### config.mk
export PLATFORM = sky130hd
export DESIGN_NAME = prime_two_squares_split_flat
export DESIGN_NICKNAME = d
export VERILOG_FILES = /design/src/pts_pkg.sv /design/src/pts_in_if.sv /design/src/pts_out_if.sv /design/src/prime_two_squares_split.sv /design/src/flat_wrapper.sv
export VERILOG_INCLUDE_DIRS = /design/src /design/src/src
export SDC_FILE = /design/constraint.sdc
export NUM_CORES = 1
export LEC_CHECK = 0
export BUFFER_PORTS_ARGS = -buffer_cell sky130_fd_sc_hd__buf_2
export CAP_MARGIN = 30
export CELL_PAD_IN_SITES_DETAIL_PLACEMENT = 0
export CELL_PAD_IN_SITES_GLOBAL_PLACEMENT = 1
export CORE_UTILIZATION = 50
export DETAILED_ROUTE_END_ITERATION = 8
export PLACE_DENSITY_LB_ADDON = 0.1
export SLEW_MARGIN = 20
export SYNTH_ARGS = -nofsm -noshare
export SYNTH_HDL_FRONTEND = slang
export SYNTH_SLANG_ARGS = --single-unit
### constraint.sdc
create_clock -name clk -period 4.6 [get_ports clk]
set_input_delay 0.23 -clock clk [delete_from_list [all_inputs] [get_ports clk]]
set_output_delay 0.23 -clock clk [all_outputs]
set_load 0.02 [all_outputs]
### src/prime_two_squares_split_defines.svh
// Assertion macros shared by the two-squares splitter RTL.
`ifndef PRIME_TWO_SQUARES_SPLIT_DEFINES_SVH
`define PRIME_TWO_SQUARES_SPLIT_DEFINES_SVH

// Condition that must hold at every clock edge outside reset.
`define PTS_ASSERT_ALWAYS(label, cond, msg) \
	label: assert property (@(posedge clk) disable iff (!arst_n) (cond)) else $error(msg);

// Consequent must hold in the same cycle as the antecedent.
`define PTS_ASSERT_IMPLIES(label, ante, cons, msg) \
	label: assert property (@(posedge clk) disable iff (!arst_n) (ante) |-> (cons)) \
		else $error(msg);

// Consequent must hold in the cycle after the antecedent.
`define PTS_ASSERT_NEXT(label, ante, cons, msg) \
	label: assert property (@(posedge clk) disable iff (!arst_n) (ante) |=> (cons)) \
		else $error(msg);

`endif

### src/pts_pkg.sv
// Package with the widths, types and constants of the two-squares splitter.
`timescale 1ns / 1ps
package pts_pkg;

	localparam int NUM_WIDTH_DEF = 16;
	localparam int N_WIDTH       = 16;
	localparam int ROOT_WIDTH    = 8;
	localparam int MAX_RESULTS   = 8;
	localparam int CNT_WIDTH     = $clog2(MAX_RESULTS + 1);

	typedef logic [N_WIDTH-1:0]    n_t;
	typedef logic [ROOT_WIDTH-1:0] root_t;

	typedef struct packed {
		root_t small_root;
		root_t large_root;
		logic  found;
		logic  last;
	} res_t;

endpackage

### src/pts_in_if.sv
// Input channel: one number to split per transfer.
`timescale 1ns / 1ps
interface pts_in_if;
	logic        valid;
	logic        ready;
	pts_pkg::n_t n;

	modport source (output valid, output n, input ready);
	modport sink (input valid, input n, output ready);
endinterface

### src/pts_out_if.sv
// Output channel: one root pair with its flags per transfer.
`timescale 1ns / 1ps
interface pts_out_if;
	logic           valid;
	logic           ready;
	pts_pkg::root_t small_root;
	pts_pkg::root_t large_root;
	logic           found;
	logic           last;

	modport source (output valid, output small_root, output large_root, output found,
		output last, input ready);
	modport sink (input valid, input small_root, input large_root, input found,
		input last, output ready);
endinterface

### src/prime_two_squares_split.sv
// Top level of the two-squares splitter: candidate scan, serial Euclid unit, output stage.
//
//   channel | direction | payload                                  | transfer when
//   --------+-----------+------------------------------------------+------------------------
//   num     | in        | n                                        | num.valid && num.ready
//   split   | out       | small_root, large_root, found, last      | split.valid && split.ready
//
// A number is taken only while the sequencer is idle; its results follow, the last one marked.
// The scan tests one candidate t per cycle while it runs; on a hit it pauses while the Euclid
// steps and the closing of the hit run on the shared bit-serial multiply / remainder unit.
// Reset clears the sequencer and both result registers; no clearing pass is needed.
// A stalled output holds its result; the sequencer then waits before handing over the next one.
`timescale 1ns / 1ps
`include "prime_two_squares_split_defines.svh"
module prime_two_squares_split #(
	parameter int NUM_WIDTH = pts_pkg::NUM_WIDTH_DEF
) (
	input  logic      clk,
	input  logic      arst_n,
	pts_in_if.sink    num,
	pts_out_if.source split
);

	localparam int W     = NUM_WIDTH;
	localparam int STEPW = $clog2(NUM_WIDTH + 1);
	localparam int CW    = pts_pkg::CNT_WIDTH;

	// Sequencer states.
	localparam logic [3:0] ST_IDLE = 4'd0;
	localparam logic [3:0] ST_SCAN = 4'd1;  // one candidate per cycle
	localparam logic [3:0] ST_ECHK = 4'd2;  // Euclid loop head
	localparam logic [3:0] ST_ESQ  = 4'd3;  // square of the current remainder
	localparam logic [3:0] ST_EMOD = 4'd4;  // next remainder
	localparam logic [3:0] ST_FSQ  = 4'd5;  // square of the previous remainder
	localparam logic [3:0] ST_FMOD = 4'd6;  // second root of the pair
	localparam logic [3:0] ST_PAIR = 4'd7;  // hand a pair to the result stage
	localparam logic [3:0] ST_DONE = 4'd8;  // final result of this number

	logic [3:0]       state_q;

	// Scan registers: t, t*t mod n, and (2t+1) mod n kept in step with t.
	logic [W-1:0]     n_q, half_q, t_q, sq_q, d_q;
	// Euclid registers.
	logic [W-1:0]     prev_q, cur_q, sec_q;
	// Shared serial unit: hi_q/lo_q form the shift pair, opd_q is multiplicand or divisor.
	logic [W-1:0]     hi_q, lo_q, opd_q;
	logic [STEPW-1:0] step_q;

	logic [CW-1:0]    cnt_q;
	pts_pkg::res_t    pend_q, out_q;
	logic             pend_v_q, out_v_q;

	logic [W-1:0]     n_in;
	logic [W:0]       sq_sum, d_sum, mul_sum, div_trial, div_new;
	logic [W-1:0]     sq_nxt, d_nxt, pair_min, pair_max;
	logic             div_ge, sq_ge_n, sq_gt_n, hit, t_end, out_free, unit_done, out_load;
	logic [CW-1:0]    cnt_nxt;
	pts_pkg::res_t    pair_res, empty_res, pend_last;

	assign n_in = W'(num.n);

	// Incremental candidate test: (t+1)^2 = t^2 + (2t+1), each sum reduced once.
	assign sq_sum = {1'b0, sq_q} + {1'b0, d_q};
	assign sq_nxt = (sq_sum >= {1'b0, n_q}) ? W'(sq_sum - {1'b0, n_q}) : W'(sq_sum);
	assign d_sum  = {1'b0, d_q} + (W+1)'(2);
	assign d_nxt  = (d_sum >= {1'b0, n_q}) ? W'(d_sum - {1'b0, n_q}) : W'(d_sum);
	assign hit    = (sq_q == n_q - W'(1));
	assign t_end  = (t_q > half_q);

	// Serial multiply step: add the multiplicand when the low bit is set, shift right.
	assign mul_sum = {1'b0, hi_q} + (lo_q[0] ? {1'b0, opd_q} : '0);
	// Restoring remainder step: bring in one dividend bit, subtract when it fits.
	assign div_trial = {hi_q, lo_q[W-1]};
	assign div_ge    = (div_trial >= {1'b0, opd_q});
	assign div_new   = div_ge ? (div_trial - {1'b0, opd_q}) : div_trial;
	assign unit_done = (step_q == '0);

	// Product compares against n once the unit has finished a square.
	assign sq_ge_n = (|hi_q) || (lo_q >= n_q);
	assign sq_gt_n = (|hi_q) || (lo_q > n_q);

	assign pair_min = (cur_q < sec_q) ? cur_q : sec_q;
	assign pair_max = (cur_q < sec_q) ? sec_q : cur_q;

	always_comb begin
		pair_res.small_root = pts_pkg::ROOT_WIDTH'(pair_min);
		pair_res.large_root = pts_pkg::ROOT_WIDTH'(pair_max);
		pair_res.found      = 1'b1;
		pair_res.last       = 1'b0;
		empty_res.small_root = '0;
		empty_res.large_root = '0;
		empty_res.found      = 1'b0;
		empty_res.last       = 1'b1;
		// The pending pair as it leaves when it closes the number.
		pend_last      = pend_q;
		pend_last.last = 1'b1;
	end

	assign cnt_nxt  = cnt_q + CW'(1);
	assign out_free = !out_v_q || split.ready;
	// The output register takes a new result when a pending pair is pushed out by a newer
	// one, or when the number closes.
	assign out_load = out_free && ((state_q == ST_PAIR && pend_v_q) || state_q == ST_DONE);

	always_ff @(posedge clk or negedge arst_n) begin
		if (!arst_n) begin
			state_q  <= ST_IDLE;
			n_q      <= '0;
			half_q   <= '0;
			t_q      <= '0;
			sq_q     <= '0;
			d_q      <= '0;
			prev_q   <= '0;
			cur_q    <= '0;
			sec_q    <= '0;
			hi_q     <= '0;
			lo_q     <= '0;
			opd_q    <= '0;
			step_q   <= '0;
			cnt_q    <= '0;
			pend_q   <= '0;
			pend_v_q <= 1'b0;
			out_q    <= '0;
			out_v_q  <= 1'b0;
		end else begin
			if (out_load) begin
				out_v_q <= 1'b1;
			end else if (split.ready) begin
				out_v_q <= 1'b0;
			end

			// The serial unit steps whenever it holds work.
			if (!unit_done) begin
				step_q <= step_q - STEPW'(1);
				if (state_q == ST_ESQ || state_q == ST_FSQ) begin
					hi_q <= mul_sum[W:1];
					lo_q <= {mul_sum[0], lo_q[W-1:1]};
				end else begin
					hi_q <= div_new[W-1:0];
					lo_q <= {lo_q[W-2:0], 1'b0};
				end
			end

			case (state_q)
				ST_IDLE: begin
					if (num.valid) begin
						n_q      <= n_in;
						half_q   <= n_in >> 1;
						t_q      <= W'(1);
						sq_q     <= W'(1);
						d_q      <= (n_in == W'(3)) ? '0 : W'(3);
						cnt_q    <= '0;
						pend_v_q <= (n_in == W'(2));
						if (n_in == W'(2)) begin
							pend_q.small_root <= pts_pkg::ROOT_WIDTH'(1);
							pend_q.large_root <= pts_pkg::ROOT_WIDTH'(1);
							pend_q.found      <= 1'b1;
							pend_q.last       <= 1'b0;
							state_q           <= ST_DONE;
						end else begin
							state_q <= ST_SCAN;
						end
					end
				end
				ST_SCAN: begin
					if (t_end) begin
						state_q <= ST_DONE;
					end else begin
						t_q  <= t_q + W'(1);
						sq_q <= sq_nxt;
						d_q  <= d_nxt;
						if (hit) begin
							prev_q  <= n_q;
							cur_q   <= t_q;
							state_q <= ST_ECHK;
						end
					end
				end
				ST_ECHK: begin
					hi_q   <= '0;
					step_q <= STEPW'(W);
					if (cur_q == '0) begin
						lo_q    <= prev_q;
						opd_q   <= prev_q;
						state_q <= ST_FSQ;
					end else begin
						lo_q    <= cur_q;
						opd_q   <= cur_q;
						state_q <= ST_ESQ;
					end
				end
				ST_ESQ: begin
					if (unit_done) begin
						hi_q   <= '0;
						lo_q   <= prev_q;
						step_q <= STEPW'(W);
						if (sq_ge_n) begin
							opd_q   <= cur_q;
							state_q <= ST_EMOD;
						end else begin
							opd_q   <= prev_q;
							state_q <= ST_FSQ;
						end
					end
				end
				ST_EMOD: begin
					if (unit_done) begin
						prev_q  <= cur_q;
						cur_q   <= hi_q;
						state_q <= ST_ECHK;
					end
				end
				ST_FSQ: begin
					if (unit_done) begin
						if (!sq_gt_n) begin
							state_q <= ST_SCAN;
						end else if (cur_q != '0) begin
							hi_q    <= '0;
							lo_q    <= prev_q;
							opd_q   <= cur_q;
							step_q  <= STEPW'(W);
							state_q <= ST_FMOD;
						end else begin
							sec_q   <= '0;
							state_q <= ST_PAIR;
						end
					end
				end
				ST_FMOD: begin
					if (unit_done) begin
						sec_q   <= hi_q;
						state_q <= ST_PAIR;
					end
				end
				ST_PAIR: begin
					// The pending pair moves on only once a newer one proves it is not last.
					if (!pend_v_q || out_free) begin
						if (pend_v_q) begin
							out_q <= pend_q;
						end
						pend_q   <= pair_res;
						pend_v_q <= 1'b1;
						cnt_q    <= cnt_nxt;
						state_q  <= (cnt_nxt == CW'(pts_pkg::MAX_RESULTS)) ? ST_DONE : ST_SCAN;
					end
				end
				ST_DONE: begin
					if (out_free) begin
						out_q    <= pend_v_q ? pend_last : empty_res;
						pend_v_q <= 1'b0;
						state_q  <= ST_IDLE;
					end
				end
				default: begin
					state_q <= ST_IDLE;
				end
			endcase
		end
	end

	assign num.ready        = (state_q == ST_IDLE);
	assign split.valid      = out_v_q;
	assign split.small_root = out_q.small_root;
	assign split.large_root = out_q.large_root;
	assign split.found      = out_q.found;
	assign split.last       = out_q.last;

	// A pair never stays pending once the number is finished.
	`PTS_ASSERT_IMPLIES(a_idle_no_pend, state_q == ST_IDLE, !pend_v_q, "pair left pending in idle")
	// The result count never passes the cap.
	`PTS_ASSERT_ALWAYS(a_cnt_cap, cnt_q <= CW'(pts_pkg::MAX_RESULTS), "result count over cap")
	// An empty answer is always the final result.
	`PTS_ASSERT_IMPLIES(a_empty_last, out_v_q && !out_q.found, out_q.last, "empty answer not last")
	// The remainder unit never runs with a zero divisor.
	`PTS_ASSERT_IMPLIES(a_div_nonzero, (state_q == ST_EMOD || state_q == ST_FMOD) && !unit_done,
		opd_q != '0, "remainder step with zero divisor")
	// Handing over a pair always leaves one pending.
	`PTS_ASSERT_NEXT(a_pair_pends, state_q == ST_PAIR && !pend_v_q, pend_v_q, "pair not captured")

endmodule
### src/flat_wrapper.sv
// flat-port wrapper written by rule: the top's interface ports become plain ports
module prime_two_squares_split_flat 
#(
	parameter int NUM_WIDTH = pts_pkg::NUM_WIDTH_DEF
)
  (clk, arst_n, num_valid, num_n, num_ready, split_valid, split_small_root, split_large_root, split_found, split_last, split_ready);
  pts_in_if num_i ();
  pts_out_if split_i ();
  input  logic clk;
  input  logic arst_n;
  input wire logic [$bits(num_i.valid)-1:0] num_valid;
  input wire logic [$bits(num_i.n)-1:0] num_n;
  output wire logic [$bits(num_i.ready)-1:0] num_ready;
  output wire logic [$bits(split_i.valid)-1:0] split_valid;
  output wire logic [$bits(split_i.small_root)-1:0] split_small_root;
  output wire logic [$bits(split_i.large_root)-1:0] split_large_root;
  output wire logic [$bits(split_i.found)-1:0] split_found;
  output wire logic [$bits(split_i.last)-1:0] split_last;
  input wire logic [$bits(split_i.ready)-1:0] split_ready;
  assign num_i.valid = num_valid;
  assign num_i.n = num_n;
  assign num_ready = num_i.ready;
  assign split_valid = split_i.valid;
  assign split_small_root = split_i.small_root;
  assign split_large_root = split_i.large_root;
  assign split_found = split_i.found;
  assign split_last = split_i.last;
  assign split_i.ready = split_ready;
  prime_two_squares_split #(.NUM_WIDTH(NUM_WIDTH)) u_core (.clk(clk), .arst_n(arst_n), .num(num_i), .split(split_i));
endmodule
# Yosys cells after proc, flatten, opt, wreduce, memory -nomap -nowiden

Index checks and enable logic that the tools add are counted.

Input port bits: 20
Bits in registers: 226
Word-level logic and storage cells: 189
Output and inout bits: 20

$lt $le $gt $ge: 7
Add/sub/neg operators: 10
Reductions and logical operators: 33
Muxes and demuxes: 88
Equal/unequal tests: 27

Operator list:

| kind                  | number |
|---|---|
| $mux 16               | 36 |
| $pmux 16 s2           | 6 |
| $pmux 16 s3           | 3 |
| $mux 18               | 7 |
| $pmux 18 s2           | 2 |
| $mux 4                | 14 |
| $ge 17x16->1          | 3 |
| $sub 16x16->16        | 3 |
| $pmux 4 s9            | 1 |
| $add 16x16->17        | 2 |
| $eq 16x2->1 const B   | 2 |
| $mux 5                | 5 |
| $ne 2x1->1 const B    | 9 |
| $add 16x2->17 const B | 1 |
| $add 16x1->16 const B | 1 |
| $eq 16x16->1          | 1 |
| $eq 4x3->1 const B    | 4 |
| $ge 16x16->1          | 1 |
| $gt 16x15->1          | 1 |
| $gt 16x16->1          | 1 |
| $logic_not 16->1      | 1 |
| $lt 16x16->1          | 1 |
| $mux 8                | 2 |
| $reduce_and 4->1      | 4 |
| 27 further kinds      | 54 |

# Longest topological paths before layout

Depth in word-level cells: 8
Gate-level depth with buffers: 21
Gate-level depth less buffers: 20

# Worst setup path after synthesis

No wires, ideal clock.

Path type: register to register
Start: reg u_core.d_q[2]
End: reg u_core.sq_q[0]
Buffers on the path: 1
Required time: 4.477 ns
Data arrival time: 3.952 ns
Setup slack: 0.525 ns
Setup time: 0.123 ns
Clock period less this slack: 4.075 ns
Cell stages (with the launch flop): 20
Cells stage by stage: dfrtp_1 > ha_1 > nor2b_1 > o31a_1 > o2111a_1 > o311ai_0 > nand2b_1 > a21oi_1 > xnor2_1 > ha_1 > and2_1 > nand3_1 > nor4_1 > nor3_1 > o211a_1 > a21boi_2 > buf_2 > nor2_1 > a211oi_1 > nor2_1

Word-level cells in the longest chain between the ends: 5

RTL lines:

| element                | RTL line                       | RTL |
|---|---|---|
| start, declared        | prime_two_squares_split.sv:42  | `logic [W-1:0] n_q, half_q, t_q, sq_q, d_q;` |
| start signal, assigned | prime_two_squares_split.sv:151 | `d_q <= (n_in == W'(3)) ? '0 : W'(3);` |
| start signal, assigned | prime_two_squares_split.sv:171 | `d_q <= d_nxt;` |
| $add 16x16->17         | prime_two_squares_split.sv:63  | `assign sq_sum = {1'b0, sq_q} + {1'b0, d_q};` |
| $ge 17x16->1           | prime_two_squares_split.sv:64  | `assign sq_nxt = (sq_sum >= {1'b0, n_q}) ? W'(sq_sum - {1'b0, n_q}) : W'(sq_sum);` |
| $mux 16                | prime_two_squares_split.sv:64  |  |
| $mux 16                | prime_two_squares_split.sv:166 | `if (t_end) begin` |
| $pmux 16 s2            | prime_two_squares_split.sv:144 | `case (state_q)` |
| end signal, assigned   | prime_two_squares_split.sv:170 | `sq_q <= sq_nxt;` |
| end, declared          | prime_two_squares_split.sv:42  |  |

Every way passes these cells. The select of a mux whose other input is x is not followed.
A chain may end at the register's enable or synchronous reset.

# Worst setup path in the final report

Start: reg u_core.d_q[1]
End: reg u_core.sq_q[3]

Word-level cells in the longest chain between the ends: 5
Elaborated cells on any way between the ends: 6
Classes of those cells: add/sub: 2; order compare: 1; mux: 3

RTL lines:

| element                                        | RTL line |
|---|---|
| $add 16x16->17 *                               | prime_two_squares_split.sv:63 |
| $sub 16x16->16 or $ge 17x16->1 (tied branches) | prime_two_squares_split.sv:64 |
| $mux 16 *                                      | prime_two_squares_split.sv:64 |
| $mux 16 *                                      | prime_two_squares_split.sv:166 |
| $pmux 16 s2 *                                  | prime_two_squares_split.sv:144 |

Every way passes the cells marked *; elsewhere a longest branch is shown, timed or not. The select of a mux whose other input is x is not followed.

==> flow_summary.json <==
{
  "drtIter0Drc": 1028,
  "synth_edf_count": 0,
  "yosys_warnings": 0,
  "cp-start-kind": "flop",
  "hold_class": "input port to flop",
  "holdWs_ns": 0.109,
  "avgRoutedWirePerCell_um": 21.3,
  "die_y_um": 181,
  "slowest_delay_ns": 0.45,
  "grt_pass1_vias": 13900,
  "synth-seq-cells": 210,
  "fillers": 2918,
  "row_count": 65,
  "max_cap_viol_count": 0,
  "seq_area_frac_synth_pct": 32.7,
  "antenna_found_initial": 0,
  "gp_congestion": 0.910,
  "clock_tree.root_cell": "clkbuf_16",
  "drv_slew": 0,
  "crit_start": "u_core.d_q[1]",
  "synth_area_um2": 16100,
  "die_w_um": 181,
  "clock_path_buffers": 3,
  "slew_headroom_pct": 35.7,
  "cts_tree": "yes",
  "crit_type": "flop to flop",
  "setup_viol": 0,
  "r2r_start": "u_core.d_q[1]",
  "antenna_left": 0,
  "end_kind": "flop",
  "avgSynthCellArea_um2": 8.66,
  "grt.overflow.total": 0,
  "slowest_stage": "dfrtp_2",
  "h-tree-depth": 1,
  "drive_above_1_share_pct": 10.7,
  "crit_family": "compound AO/OA/AOI/OAI gates",
  "fin_skew_ns": 0.0152,
  "boundaryPins": 40,
  "grtUsageTotal_pct": 30.4,
  "drt_first_pass_iters": 5,
  "n_antenna_cell": 0,
  "yosysUniqueCellTypes": 73,
  "critPathBufInv": 1,
  "fmax_ghz": 0.234,
  "worstPathArrival_ns": 4.74,
  "clk_latency_ns": 0.55,
  "io_buffers": 39,
  "dieArea_um2": 32900,
  "path_clk_slew_ns": 0.06,
  "syn_to_final_growth_pct": 11.7,
  "register_area_um2": 5260,
  "crit_top_cell": "a21oi_1",
  "drc": 0,
  "min_period_ns": 4.28,
  "async_reset_ff_share_pct": 100,
  "synth_nets": 2014,
  "vias": 14300,
  "synthFlopType": "dfrtp_1",
  "grt_setup_unrepaired": "false",
  "tightest_slew_ns": 0.965,
  "cts_sinks": 210,
  "critical_path.cell_chain": "ha_1 > a21oi_1 > o211ai_1 > or2_2 > a211o_1 > a21oi_1 > xnor2_1 > ha_1 > nand2_1 > or3_1 > nor4_2 > nor3_1 > o211a_1 > a21boi_2 > buf_4 > a211oi_1 > a21oi_1 > o21ai_0",
  "hold_viol": 0,
  "synth_cells": 1857,
  "finalCritPeriodShare_pct": 93.0,
  "core_um2": 31600,
  "finalWirelength_mm": 49.6,
  "cp.required_ns": 5.06,
  "cts_made_buffers": 27,
  "setup_tns_ns": 0,
  "min_from": "split_ready",
  "initial_core_util_pct": 50.9,
  "grt_pass1_wl_mm": 78.6,
  "cp_max_fo": 17,
  "grt_start_max_net_pins": 124,
  "multi_input_area_um2": 10200,
  "status": "finished, final reports clean",
  "final_nets": 2056,
  "via_per_inst": 6.17,
  "dp_hpwl_mm": 35.9
}
[synth_stat cells, types with 7 or more instances]
| cell type | instances | share of area [%] |
|---|---|---|
| ha_1 | 132 | 10 |
| nor2_1 | 127 | 3.0 |
| nand2b_1 | 18 | 0.70 |
| mux2_4 | 29 | 2.7 |
| o21bai_1 | 9 | 0.42 |
| inv_1 | 87 | 2.0 |
| nor3_1 | 39 | 1.2 |
| o211ai_1 | 7 | 0.33 |
| or3_1 | 13 | 0.51 |
| a31oi_1 | 16 | 0.62 |
| mux2_2 | 20 | 1.4 |
| mux2i_1 | 60 | 3.7 |
| o22ai_1 | 22 | 0.86 |
| nand4_1 | 24 | 0.93 |
| nand3_1 | 67 | 2.1 |
| dfrtp_1 | 210 | 33 |
| a32oi_1 | 11 | 0.60 |
| clkbuf_1 | 69 | 1.6 |
| nor4_1 | 17 | 0.66 |
| nor2b_1 | 15 | 0.58 |
| a22o_1 | 21 | 1.1 |
| o21ai_0 | 160 | 5.0 |
| o31a_1 | 7 | 0.38 |
| buf_2 | 8 | 0.25 |
| a221oi_1 | 13 | 0.71 |
| xor2_1 | 31 | 1.7 |
| and2_1 | 7 | 0.27 |
| o2bb2ai_1 | 9 | 0.49 |
| a21oi_1 | 121 | 3.8 |
| o311ai_0 | 11 | 0.60 |
| a21o_1 | 27 | 1.3 |
| a22oi_1 | 12 | 0.56 |
| o31ai_1 | 10 | 0.47 |
| a211oi_1 | 25 | 1.2 |
| nand2_1 | 213 | 5.0 |
| o21a_1 | 22 | 1.0 |
| xnor2_1 | 76 | 4.1 |
| and3_1 | 11 | 0.43 |
[sequential cells by signal, indices dropped and copies added, names as in the netlist, 4 cells and up]
name and cells:
u_core.t_q 16, u_core.opd_q 16, u_core.split.large_root 8, u_core.sq_q 16, u_core.prev_q 16, u_core.sec_q 16, u_core.hi_q 16, u_core.pend_last 17
u_core.cur_q 16, u_core.split.small_root 8, u_core.d_q 16, u_core.lo_q 16, u_core.n_q 16, u_core.state_q 4, u_core.cnt_q 4, u_core.step_q 5
[layer usage]
metal / track usage (%) / wire, um
met4: 11.9 / 1800
met1: 39.7 / 21300
met3: 4.11 / 2910
met5: 0 / 0
met2: 50.9 / 23600
[layout by cell type (no fill, tap or decap), drive strengths merged, types with 11 or more instances in the layout]
cell type | Yosys | final
o311ai | 11 | 11
o22ai | 22 | 22
nor2 | 127 | 127
nor4 | 19 | 19
buf | 17 | 83
a31oi | 16 | 16
a211oi | 25 | 25
a22oi | 13 | 13
a32oi | 11 | 11
a21o | 27 | 27
and3 | 11 | 11
dfrtp | 210 | 210
o21ai | 164 | 164
o21a | 22 | 22
dlygate4sd3 | 0 | 17
nand4 | 24 | 24
nand2b | 18 | 18
nor2b | 15 | 15
clkbuf | 70 | 36
nand3 | 67 | 67
inv | 87 | 88
mux2 | 49 | 49
a221oi | 13 | 13
ha | 132 | 132
a21oi | 121 | 121
a22o | 21 | 21
xor2 | 31 | 31
mux2i | 60 | 60
nand2 | 213 | 213
xnor2 | 76 | 76
or3 | 13 | 13
nor3 | 40 | 40
[per-stage QoR]
step / setup slack (ns) / instances / utilization (%) / area [um^2]
floorplan: 0.525 / 1857 / - / 16100
global placement: 0.305 / 2252 / 53.3 / 16800
detailed placement: 0.247 / 2253 / 53.3 / 16800
CTS: 0.232 / 2320 / 56.8 / 17900
global route: 0.0178 / 2322 / 56.9 / 18000
finish: 0.320 / 2322 / 56.9 / 18000
[worst min-delay path, stage by stage]
cell and delay, ns:
buf_2 0.07, nand2b_1 0.20, nand3_1 0.10
[kinds of logic (layout without fill, tap and decap cells)]
kind of cell | count (synthesis) | in the layout | share of synthesized area [%]
AND/OR/NAND/NOR | 573 | 573 | 16.6
AO/OA/AOI/OAI | 547 | 547 | 21.8
flip-flops | 210 | 210 | 32.7
buffers and inverters | 174 | 237 | 4.27
adder cells (fa/ha/maj) | 137 | 137 | 10.9
multiplexers | 109 | 109 | 7.85
XOR/XNOR | 107 | 107 | 5.83
[path summary, 6_finish.rpt]
kind | to | slack [ns] | depth (start not counted)
hold / removal | u_core.split.valid | 0.11 | 3
max in group asynchronous | u_core.d_q[1] | 3.15 | 3
hold reg to reg | u_core.split.found | 0.47 | 2
min in group asynchronous | u_core.hi_q[13] | 0.39 | 2
setup reg to reg | u_core.sq_q[3] | 0.32 | 18
setup / recovery | u_core.sq_q[3] | 0.32 | 18
[area by class of cell]
type / count / area share [%]
sequential: 210 / 29.3
multi-input combinational: 1473 / 56.8
inverter: 87 / 1.82
timing repair buffer: 100 / 4.16
clock buffer: 36 / 4.29
clock inverter: 14 / 0.885
tap: 402 / 2.80
[timing repair]
action | CTS | global route
hold buffers | 17 | 0
endpoints found under the hold margin | 138 | 0
buffers inserted | 0 | 1
setup endpoints to repair | 0 | 14
resized for setup | 0 | 5
Power is not shown: default switching activity piles up to over one toggle a cycle in this logic, so the estimate is an artifact.
